## src/hw/rtl/tracked_id_table_with_aging_assert.svh

```systemverilog
// Assertion macros for the tracked address table.
// Included by the top level; expands to nothing when SYNTHESIS is defined.
`ifndef TRACKED_ID_TABLE_WITH_AGING_ASSERT_SVH
`define TRACKED_ID_TABLE_WITH_AGING_ASSERT_SVH

`ifndef SYNTHESIS
`define TITA_ASSERT_IMPLIES(label, clk, rst, ante, cons) \
   label: assert property (@(posedge clk) disable iff (rst) (ante) |-> (cons)) \
      else $error("tracked table check failed");
`define TITA_ASSERT_NEXT(label, clk, rst, ante, cons) \
   label: assert property (@(posedge clk) disable iff (rst) (ante) |=> (cons)) \
      else $error("tracked table check failed");
`else
`define TITA_ASSERT_IMPLIES(label, clk, rst, ante, cons)
`define TITA_ASSERT_NEXT(label, clk, rst, ante, cons)
`endif

`endif

```

## src/hw/rtl/tita_pkg.sv

```systemverilog
// Shared widths, action codes and entry type for the tracked address table.
// No dependencies.
package tita_pkg;

   localparam int unsigned MAX_ENTRIES_DEF = 128;
   localparam int unsigned ACT_W           = 3;
   localparam int unsigned KEY_W           = 24;
   localparam int unsigned TIME_W          = 32;
   localparam int unsigned SLOT_W          = 7;
   localparam int unsigned COUNT_W         = 8;
   localparam int unsigned DATA_W          = 32;
   localparam int unsigned ADDR_W          = 3;

   localparam logic [TIME_W-1:0] INTERVAL_RESET = 32'd60000;

   localparam logic [ACT_W-1:0] ACT_TOUCH  = 3'd0;
   localparam logic [ACT_W-1:0] ACT_REMOVE = 3'd1;
   localparam logic [ACT_W-1:0] ACT_QUERY  = 3'd2;
   localparam logic [ACT_W-1:0] ACT_PRUNE  = 3'd3;
   localparam logic [ACT_W-1:0] ACT_CLEAR  = 3'd4;

   localparam logic REG_INTERVAL = 1'b0;

   typedef struct packed {
      logic [KEY_W-1:0]  key;
      logic [TIME_W-1:0] seen;
   } entry_type;

endpackage

```

## src/hw/rtl/tita_csr.sv

```systemverilog
// Configuration register block: holds the prune interval behind an APB-style port.
// Depends on tita_pkg.
module tita_csr (
   input  logic                          clock,
   input  logic                          reset,
   input  logic                          psel,
   input  logic                          penable,
   input  logic                          pwrite,
   input  logic [tita_pkg::ADDR_W-1:0]   paddr,
   input  logic [tita_pkg::DATA_W-1:0]   pwdata,
   output logic [tita_pkg::DATA_W-1:0]   prdata,
   output logic                          pready,
   output logic [tita_pkg::TIME_W-1:0]   interval
);
   import tita_pkg::*;

   logic [TIME_W-1:0] interval_ff;
   logic [TIME_W-1:0] interval_in;
   logic              hit_reg;

   assign hit_reg = (paddr[ADDR_W-1] == REG_INTERVAL) && (paddr[ADDR_W-2:0] == '0);

   always_comb begin
      interval_in = interval_ff;
      if (psel && penable && pwrite && hit_reg) begin
         interval_in = pwdata;
      end
   end

   always_ff @(posedge clock) begin
      if (reset) begin
         interval_ff <= INTERVAL_RESET;
      end else begin
         interval_ff <= interval_in;
      end
   end

   assign prdata   = hit_reg ? interval_ff : '0;
   assign pready   = 1'b1;
   assign interval = interval_ff;

endmodule

```

## config.mk

```make
export PLATFORM = sky130hd
export DESIGN_NAME = tita_csr
export DESIGN_NICKNAME = d
export VERILOG_FILES = /design/src/hw/rtl/tracked_id_table_with_aging_assert.svh /design/src/hw/rtl/tita_pkg.sv /design/src/hw/rtl/tita_csr.sv
export SDC_FILE = /design/constraint.sdc
export NUM_CORES = 1
export LEC_CHECK = 0
export BUFFER_PORTS_ARGS = -buffer_cell sky130_fd_sc_hd__buf_4
export CAP_MARGIN = 20
export CORE_MARGIN = 2
export CORE_UTILIZATION = 38
export DETAILED_ROUTE_END_ITERATION = 12
export HOLD_SLACK_MARGIN = 0.06
export PLACE_DENSITY_LB_ADDON = 0.08
export SETUP_SLACK_MARGIN = 0.02
export SYNTH_ARGS = -nofsm -noshare
export SYNTH_HDL_FRONTEND = slang
export SYNTH_SLANG_ARGS = --single-unit
```

## constraint.sdc

```tcl
create_clock -name clock -period 1.25 [get_ports clock]
set_clock_uncertainty 0.1 [all_clocks]
set_input_delay 0.1875 -clock clock [delete_from_list [all_inputs] [get_ports clock]]
set_output_delay 0.1875 -clock clock [all_outputs]
set_load 0.02 [all_outputs]
```

==> results of run 1 <==
-- power by group through the flow --
stage	Combinational [mW]	Sequential, mW	Clock, mW
after floorplan	0.118	1.06	0
after global placement	0.271	1.06	0
after detailed placement	0.273	1.06	0
after CTS	0.288	1.03	0.834
after global routing	0.335	1.03	0.885
final	0.310	1.03	0.797
-- cell families (layout without fill, tap and decap cells) --
logic type / count (synthesis) / after routing
other: 1 / 1
DFF: 32 / 32
muxes: 32 / 32
buffers and inverters: 15 / 124
and+or+nand+nor: 98 / 98
-- cell usage after synthesis --
library cell	instances	area, sq um
clkbuf_1	10	37.5
buf_4	1	7.51
nand2b_1	50	313
nor3_2	1	10.0
and2_1	32	200
nor2_1	14	52.6
buf_12	4	80.1
mux2i_1	32	320
dfxtp_1	32	641
conb_1	1	3.75
and4_4	1	11.3
-- metrics by stage --
| step | instances | hold slack [ns] |
|---|---|---|
| floorplan | 178 | 0.243 |
| global route | 339 | 0.0689 |
| detailed placement | 324 | 0.351 |
| global placement | 324 | 0.342 |
| finish | 339 | 0.0690 |
| CTS | 335 | 0.0613 |
-- worst max-delay path, delay by kind of cell --
| family | cells | cell delay (ns) |
|---|---|---|
| buffers and inverters | 4 | 0.48 |
| and+or+nand+nor | 2 | 0.41 |
-- metal layers --
metal | global-route usage (%) | share of wire (%) | vias up
met5 | 0 | 0 | -
met4 | 5.13 | 0.61 | 0
met3 | 5.77 | 8.1 | 2
met2 | 25.1 | 47 | 63
met1 | 19.3 | 44 | 683
li1 | - | - | 773
-- cells in the final DEF (no fill, tap or decap), drive strengths merged --
master       instances
and4                 1
mux2i               32
nor2                14
buf                113
nor3                 1
dfxtp               32
dlygate4sd3          3
conb                 1
clkinv               2
clkbuf               6
nand2b              50
and2                32
-- final timing paths --
kind / startpoint / end / slack, ns
max: paddr[2] / prdata[24] / -0.12
min: pwdata[14] / interval[14]$_SDFFE_PP1P_ / 0.07
max reg2reg: interval[11]$_SDFFE_PP1P_ / interval[11]$_SDFFE_PP1P_ / 0.53
min reg2reg: interval[29]$_SDFFE_PP0P_ / interval[29]$_SDFFE_PP0P_ / 0.39
-- final cells by class --
| class | instances | area (sq um) | area share (%) |
|---|---|---|---|
| timing repair buffer | 116 | 1050 | 37.7 |
| tap | 52 | 65.1 | 2.33 |
| multi-input combinational | 131 | 942 | 33.7 |
| clock inverter | 2 | 10.0 | 0.358 |
| sequential | 32 | 641 | 22.9 |
| clock buffer | 6 | 82.6 | 2.96 |
-- repair_timing --
action / 4_1_cts / 5_1_grt
gates resized for setup: 11 / 35
pin swaps: 0 / 4
buffers inserted: 0 / 2
endpoints found under the setup margin: 32 / 32
hold buffers: 3 / 0
cloned: 0 / 2
hold endpoints to repair: 3 / 0
==> impl_metrics.env, run 1 <==
export IMPL_path_cells="buf_6 > nor3_4 > buf_6 > buf_6 > and2_1 > buf_6"
export IMPL_n_antenna_cell=0
export IMPL_switching_share_pct=22.5
export IMPL_syn_area_sq_mm=0.00168
export IMPL_synth_distinct_cells=11
export IMPL_r2r_worst_path_cells=2
export IMPL_postLayoutCoreUtil_pct=65.0
export IMPL_p_int_mw=1.66
export IMPL_drv_slew=0
export IMPL_hpwl_mm=2.73
export IMPL_totalPowerFinal_mw=2.14
export IMPL_cts_tree="yes"
export IMPL_drt_total_wl_mm=4.11
export IMPL_synth_top_family_by_area="simple AND/OR/NAND/NOR gates"
export IMPL_synthXorXnorAreaFrac_pct=0
export IMPL_start_util_pct=39.0
export IMPL_leakagePower_nw=1.23
export IMPL_drt_pass1_iterations=4
export IMPL_vias=1521
export IMPL_cts_sinks=32
export IMPL_clk_latency_ns=0.27
export IMPL_cts_inserted_buffers=5
export IMPL_ir_drop_mv=0.581
export IMPL_cts_htree_levels=2
export IMPL_nNetsFinal=326
export IMPL_cp_slowest_cell="nor3_4"
export IMPL_timing_critical_path_mode_cell="buf_6"
export IMPL_rsz0062_at_grt="yes"
export IMPL_cp_data_arrival_time_ns=1.08
export IMPL_synth_mux_area_share_pct=19.1
export IMPL_synth_cells=178
export IMPL_ys_warn_count=0
export IMPL_p_per_area_mw_per_mm2=766
export IMPL_detail_route_wl_per_cell_um=12.1
export IMPL_synth_seq_cells=32
export IMPL_holdPathStages=3
export IMPL_status="complete, but fails checks"
export IMPL_yosys_area_share_simple_pct=35.0
export IMPL_clockRootBuffer="clkbuf_8"
export IMPL_critPathMaxStageDelay_ns=0.27
export IMPL_power_frac_clock_pct=37.3
export IMPL_clk_pin_slew_worst_paths_ns=0.07
export IMPL_drt_initial_drc_count=38
export IMPL_vias_per_cell=4.49
export IMPL_failed_checks="negative setup slack"
export IMPL_overflow=0
export IMPL_fin_ws_ns=-0.117
export IMPL_sequentialPowerShare_pct=48.3
export IMPL_stdcell_area_sq_mm=0.00279
export IMPL_fin_setup_tns_ns=-1.96
export IMPL_num_rows=24
export IMPL_setup_viol=32
export IMPL_synth_nets=218
export IMPL_synth_compound_area_share_pct=0
export IMPL_ios=105
export IMPL_largest_reg_flops=32
export IMPL_dpl_cell_area_sq_mm=0.00249
export IMPL_cts_buffer_depth=2
export IMPL_synth_fa_ha_area_share_pct=0
export IMPL_ant_nets=0
export IMPL_antenna_found_initial=0
export IMPL_path_max_fanout=5
export IMPL_port_buffers=103
export IMPL_place_congestion=0.697
export IMPL_pre_cts_slack_ns=-0.0967
export IMPL_drcViolationCount=0
export IMPL_fp_dieW_um=70.4
export IMPL_die_h_um=70.4
export IMPL_setup_worst_path_class="primary input to output pin"
export IMPL_hold_viol=0
export IMPL_end_kind="output pin"
export IMPL_grt_max_degree=32
export IMPL_drive_above_1_share_pct=46.3
export IMPL_coreArea_sq_mm=0.00429
export IMPL_ys_seq_area_share_pct=38.2
export IMPL_synthToLayoutAreaGrowth_pct=66.6
export IMPL_critPathLaunchType="primary input"
export IMPL_dieArea_sq_mm=0.00496
export IMPL_track_usage_pct=15.6
export IMPL_grt_pass1_vias=1342
export IMPL_fillers=365
export IMPL_fmax_mhz=732
export IMPL_drv_cap=0
export IMPL_finalCriticalPeriod_ns=1.37
export IMPL_grt_pass1_wl_mm=6.20
export IMPL_hp_class="primary input to register"
export IMPL_netSwitchingPower_uw=482
export IMPL_finalCritPeriodShare_pct=109
export IMPL_cp_required_ns=0.96
export IMPL_syn_avg_cell_area_sq_um=9.42
export IMPL_pwr_share_comb_pct=14.5
Note: power is estimated with default switching activity, not from simulation.
==> run 2: changes to the inputs <==
--- a/config.mk
+++ b/config.mk
@@ -7,11 +7,11 @@
 export LEC_CHECK = 0
 export BUFFER_PORTS_ARGS = -buffer_cell sky130_fd_sc_hd__buf_4
 export CAP_MARGIN = 20
-export CORE_MARGIN = 2
+export CORE_MARGIN = 3
 export CORE_UTILIZATION = 38
 export DETAILED_ROUTE_END_ITERATION = 12
 export HOLD_SLACK_MARGIN = 0.06
-export PLACE_DENSITY_LB_ADDON = 0.08
+export PLACE_DENSITY = 0.85
 export SETUP_SLACK_MARGIN = 0.02
 export SYNTH_ARGS = -nofsm -noshare
 export SYNTH_HDL_FRONTEND = slang
==> run 2 against run 1 <==
  * The flow still finishes with violations (negative setup slack)
  * Largest cell class unchanged
  * Global-route usage rose by 0.60 points
  * Wire length rose by 8.2%
  * Core utilization increased by 3.3 points
==> impl_metrics.env, run 2 (same netlist as run 1, synthesis figures left out) <==
export IMPL_status="complete, but fails checks"
export IMPL_failed_checks="negative setup slack"
export IMPL_dieArea_sq_mm=0.00525
export IMPL_finalCriticalPeriod_ns=1.33
export IMPL_multi_input_area_sq_um=940
export IMPL_ir_drop_mv=0.434
export IMPL_stdcell_count=339
export IMPL_cts_buffer_depth=2
export IMPL_ios=105
export IMPL_path_max_fanout=15
export IMPL_vias=1566
export IMPL_clk_pin_slew_worst_paths_ns=0.07
export IMPL_ant_nets=0
export IMPL_final_common_cell="buf_4"
export IMPL_nNetsFinal=328
export IMPL_cp_data_arrival_time_ns=1.04
export IMPL_rsz0062_at_grt="yes"
export IMPL_drt_total_wl_mm=4.45
export IMPL_fin_setup_tns_ns=-1.09
export IMPL_wl_met1_mm=1.81
export IMPL_grt_pass1_vias=1500
export IMPL_dp_cells=321
export IMPL_met2_wirelength_mm=2.24
export IMPL_setup_worst_path_class="primary input to output pin"
export IMPL_drt_initial_drc_count=78
export IMPL_cts_inserted_buffers=5
export IMPL_grt_max_degree=65
export IMPL_start_util_pct=40.7
export IMPL_stdcell_area_sq_mm=0.00281
export IMPL_track_usage_pct=16.2
export IMPL_clk_latency_ns=0.28
export IMPL_drive_above_1_share_pct=45.3
export IMPL_place_congestion=0.680
export IMPL_cts_sinks=32
export IMPL_top_layer_used="met4"
export IMPL_drcViolationCount=0
export IMPL_num_rows=23
export IMPL_critPathLaunchType="primary input"
export IMPL_hold_viol=0
export IMPL_hpwl_mm=3.07
export IMPL_antenna_found_initial=0
export IMPL_pre_cts_slack_ns=-0.109
export IMPL_fmax_mhz=753
export IMPL_ff_latch_area_sq_um=641
export IMPL_port_buffers=103
export IMPL_hp_class="primary input to register"
export IMPL_coreArea_sq_mm=0.00412
export IMPL_dpl_cell_area_sq_mm=0.00247
export IMPL_finalCritPeriodShare_pct=106
export IMPL_n_antenna_cell=0
export IMPL_final_cell_mix="buf_4, nand2b_1, mux2i_1, dfxtp_1, buf_6"
export IMPL_drt_pass1_iterations=4
export IMPL_fillers=334
export IMPL_leakagePower_nw=1.24
export IMPL_detail_route_wl_per_cell_um=13.1
export IMPL_synthToLayoutAreaGrowth_pct=67.8
export IMPL_cts_htree_levels=2
export IMPL_clockRootBuffer="clkbuf_8"
export IMPL_setup_viol=32
export IMPL_vias_per_cell=4.62
export IMPL_end_kind="output pin"
export IMPL_overflow=0
export IMPL_drv_cap=0
export IMPL_drv_slew=0
export IMPL_largest_reg_flops=32
export IMPL_grt_pass1_wl_mm=6.71
export IMPL_cts_tree="yes"
export IMPL_cp_required_ns=0.96
export IMPL_fp_dieW_um=72.4
export IMPL_p_per_area_mw_per_mm2=822
export IMPL_die_h_um=72.4
export IMPL_route_met3_wl_um=346
export IMPL_totalPowerFinal_mw=2.31
export IMPL_fin_ws_ns=-0.0775
## run 2: worst paths after layout
path                        startpoint                         to  slack [ns]  depth (start not counted)
max reg2reg   interval[7]$_SDFFE_PP0P_   interval[7]$_SDFFE_PP0P_        0.52                          2
max                           paddr[2]                 prdata[14]       -0.08                          6
min reg2reg  interval[19]$_SDFFE_PP0P_  interval[19]$_SDFFE_PP0P_        0.39                          2
min                          pwdata[0]   interval[0]$_SDFFE_PP0P_        0.07                          3
## run 2: layout make-up
cell class                      count  area share, %
Clock buffer                        5           2.45
Clock inverter                      3           1.51
Multi-Input combinational cell    131           33.4
Sequential cell                    32           22.8
Tap cell                           50           2.22
Timing Repair Buffer              118           37.6
## run 2: routing by layer
metal  vias up  global-route usage [%]
met3         6                    5.54
li1        774                       -
met1       721                    19.1
met2        65                    27.7
met5         -                       0
met4         0                    5.12
## run 2: critical path: stages
cell	delay (ns)
buf_6	0.09
nor3_4	0.17
buf_6	0.15
buf_8	0.14
and2_1	0.16
buf_6	0.13
## run 2: stage by stage
stage               utilization [%]  hold slack [ns]
global route                   68.3           0.0715
CTS                            66.4           0.0648
detailed placement             60.0            0.353
global placement               60.0            0.340
finish                         68.3           0.0743
floorplan                         -            0.243
## run 2: what timing repair did
item,CTS,global route
cloned,0,2
setup buffers,0,2
hold buffers,6,0
gates resized for setup,25,19
endpoints found under the setup margin,32,32
endpoints found under the hold margin,6,0
## run 2: report_power, final
group	internal [mW]	switching, mW
Combinational	0.189	0.120
Clock	0.589	0.382
Sequential	1.03	0.00569
Total	1.81	0.508
==> run 3: changes to the inputs <==
--- a/config.mk
+++ b/config.mk
@@ -5,13 +5,14 @@
 export SDC_FILE = /design/constraint.sdc
 export NUM_CORES = 1
 export LEC_CHECK = 0
+export ABC_AREA = 1
 export BUFFER_PORTS_ARGS = -buffer_cell sky130_fd_sc_hd__buf_4
 export CAP_MARGIN = 20
 export CORE_MARGIN = 3
 export CORE_UTILIZATION = 38
 export DETAILED_ROUTE_END_ITERATION = 12
 export HOLD_SLACK_MARGIN = 0.06
-export PLACE_DENSITY = 0.85
+export PLACE_DENSITY = 0.86
 export SETUP_SLACK_MARGIN = 0.02
 export SYNTH_ARGS = -nofsm -noshare
 export SYNTH_HDL_FRONTEND = slang
==> run 3 against run 2 <==
  * The flow now finishes without violations
  * First-iteration DRC count up 85%
  * Register-to-register slack lost 0.08 ns
  * Final area is 8.5% higher
  * Critical endpoint is now prdata[5]
  * Largest cell class unchanged
  * Largest power group unchanged
  * Highest routed layer unchanged
==> impl_metrics.env, run 3 <==
export IMPL_status="finished clean"
export IMPL_start_util_pct=40.0
export IMPL_end_kind="output pin"
export IMPL_cts_buffer_depth=2
export IMPL_fmax_mhz=817
export IMPL_grt_pass1_wl_mm=7.39
export IMPL_ys_seq_area_share_pct=39.5
export IMPL_syn_avg_cell_area_sq_um=6.06
export IMPL_hold_viol=0
export IMPL_grt_max_degree=33
export IMPL_largest_reg_flops=32
export IMPL_async_flop_share_pct=0
export IMPL_dpl_cell_area_sq_mm=0.00255
export IMPL_ant_nets=0
export IMPL_setup_viol=0
export IMPL_overflow=0
export IMPL_setup_worst_path_class="primary input to output pin"
export IMPL_synthFlopType="dfxtp_1"
export IMPL_place_congestion=0.722
export IMPL_drt_pass1_iterations=4
export IMPL_critPathLaunchType="primary input"
export IMPL_synth_seq_cells=32
export IMPL_multi_input_area_sq_um=788
export IMPL_track_usage_pct=17.8
export IMPL_clockRootBuffer="clkbuf_8"
export IMPL_hp_class="primary input to register"
export IMPL_ys_warn_count=0
export IMPL_n_antenna_cell=0
export IMPL_cts_sinks=32
export IMPL_grt_pass1_vias=1705
export IMPL_vias=2004
export IMPL_ff_latch_area_sq_um=678
export IMPL_synth_distinct_cells=15
export IMPL_synthTopCellsByCount="nor2_1, inv_1, nand2_1"
export IMPL_antenna_found_initial=0
export IMPL_finalCritPeriodShare_pct=97.9
export IMPL_clk_pin_slew_worst_paths_ns=0.06
export IMPL_fin_setup_tns_ns=0
export IMPL_detail_route_wl_per_cell_um=12.5
export IMPL_drv_cap=0
export IMPL_hpwl_mm=3.47
export IMPL_synth_nets=308
export IMPL_syn_area_sq_mm=0.00162
export IMPL_drive_above_1_share_pct=48.2
export IMPL_p_per_area_mw_per_mm2=715
export IMPL_die_h_um=71.4
export IMPL_vias_per_cell=4.55
export IMPL_rsz0062_at_grt="yes"
export IMPL_leakagePower_nw=1.54
export IMPL_yosysMostFrequentCell="nor2_1"
export IMPL_stdcell_area_sq_mm=0.00305
export IMPL_path_max_fanout=8
export IMPL_finalCriticalPeriod_ns=1.22
export IMPL_ios=105
export IMPL_cp_data_arrival_time_ns=0.94
export IMPL_drt_total_wl_mm=5.51
export IMPL_synth_edf_count=0
export IMPL_synth_top_area_share_pct=39.5
export IMPL_fp_dieW_um=71.4
export IMPL_synthToLayoutAreaGrowth_pct=88.0
export IMPL_ir_drop_mv=0.560
export IMPL_totalPowerFinal_mw=2.18
export IMPL_dieArea_sq_mm=0.00509
export IMPL_fillers=315
export IMPL_coreArea_sq_mm=0.00406
export IMPL_drv_slew=0
export IMPL_port_buffers=103
export IMPL_clk_latency_ns=0.27
export IMPL_cts_inserted_buffers=5
export IMPL_synth_area_leaders="dfxtp_1, nor2_1, inv_1"
export IMPL_cts_htree_levels=2
export IMPL_drcViolationCount=0
export IMPL_synth_top_area_cell="dfxtp_1"
export IMPL_synth_cells=268
export IMPL_cts_tree="yes"
export IMPL_final_cell_mix="buf_4, nor2_1, inv_1, nand2_1, nand3_1"
export IMPL_num_rows=23
export IMPL_cp_required_ns=0.96
export IMPL_final_common_cell="buf_4"
export IMPL_drt_initial_drc_count=144
export IMPL_nNetsFinal=430
run 3: cell count changes in the layout (fill, tap and decap cells not counted), moves of 12 or more:
cell | before | now
and2_1 | 23 | 0
dfxtp_2 | 0 | 30
nand3_1 | 0 | 33
dfxtp_1 | 32 | 2
inv_1 | 0 | 58
nor2_1 | 14 | 59
nor2_4 | 0 | 14
nand2b_1 | 50 | 0
mux2i_1 | 32 | 0
nor2_2 | 0 | 12
nand2_1 | 0 | 41
buf_4 | 78 | 90
run 3: stage by stage:
| step | hold slack, ns | instances | util [%] | setup WS, ns |
|---|---|---|---|---|
| floorplan | 0.214 | 268 | - | 0.123 |
| global placement | 0.298 | 416 | 62.9 | 0.0228 |
| detailed placement | 0.304 | 416 | 62.9 | -0.00586 |
| CTS | 0.115 | 430 | 67.1 | 0.0206 |
| global route | 0.128 | 440 | 75.2 | -0.0205 |
| finish | 0.123 | 440 | 75.2 | 0.0262 |
run 3: cell type report:
cell class              instances  area share (%)
multi-input cells             161            25.8
clock inverters                 1           0.164
clock buffers                   6            2.38
well taps                      50            2.05
flip-flops and latches         32            22.2
repair buffers                129            39.9
inverters                      61            7.50
run 3: logic make-up (layout without fill, tap and decap cells):
| group | after synthesis | after routing | synth area share [%] |
|---|---|---|---|
| and+or+nand+nor | 160 | 160 | 40.8 |
| buffers and inverters | 75 | 197 | 19.5 |
| DFF | 32 | 32 | 39.5 |
| other | 1 | 1 | 0.231 |
run 3: final timing paths:
| check | from | to | slack [ns] | depth (start not counted) |
|---|---|---|---|---|
| max reg2reg | interval[20]$_SDFFE_PP0P_ | interval[20]$_SDFFE_PP0P_ | 0.44 | 3 |
| min reg2reg | interval[13]$_SDFFE_PP1P_ | interval[13]$_SDFFE_PP1P_ | 0.37 | 2 |
| max | paddr[1] | prdata[5] | 0.03 | 6 |
| min | pwdata[25] | interval[25]$_SDFFE_PP0P_ | 0.12 | 5 |
run 3: repair_timing:
action | in CTS | in global routing
hold buffers | 7 | 0
pin swaps | 0 | 13
setup buffers | 0 | 8
resized for setup | 12 | 77
endpoints found under the hold margin | 7 | 0
endpoints found under the setup margin | 32 | 32
gates cloned | 0 | 2
run 3: per-layer routing:
metal / global-route usage, % / share of wire (%)
met2: 34.3 / 56
met5: 0 / 0
met3: 5.05 / 5.7
met1: 18.8 / 38
met4: 4.38 / 0.87
run 3: critical path, stage by stage:
cell and delay [ns]:
buf_8 0.10, nor2_4 0.11, nand2_4 0.11, clkbuf_16 0.19
nor2_1 0.09, buf_4 0.15
run 3: power by group:
part | leakage, nW | internal (mW) | switching (mW)
registers | 0.267 | 1.04 | 0.0109
logic | 1.24 | 0.219 | 0.191
clock network | 0.0410 | 0.378 | 0.349
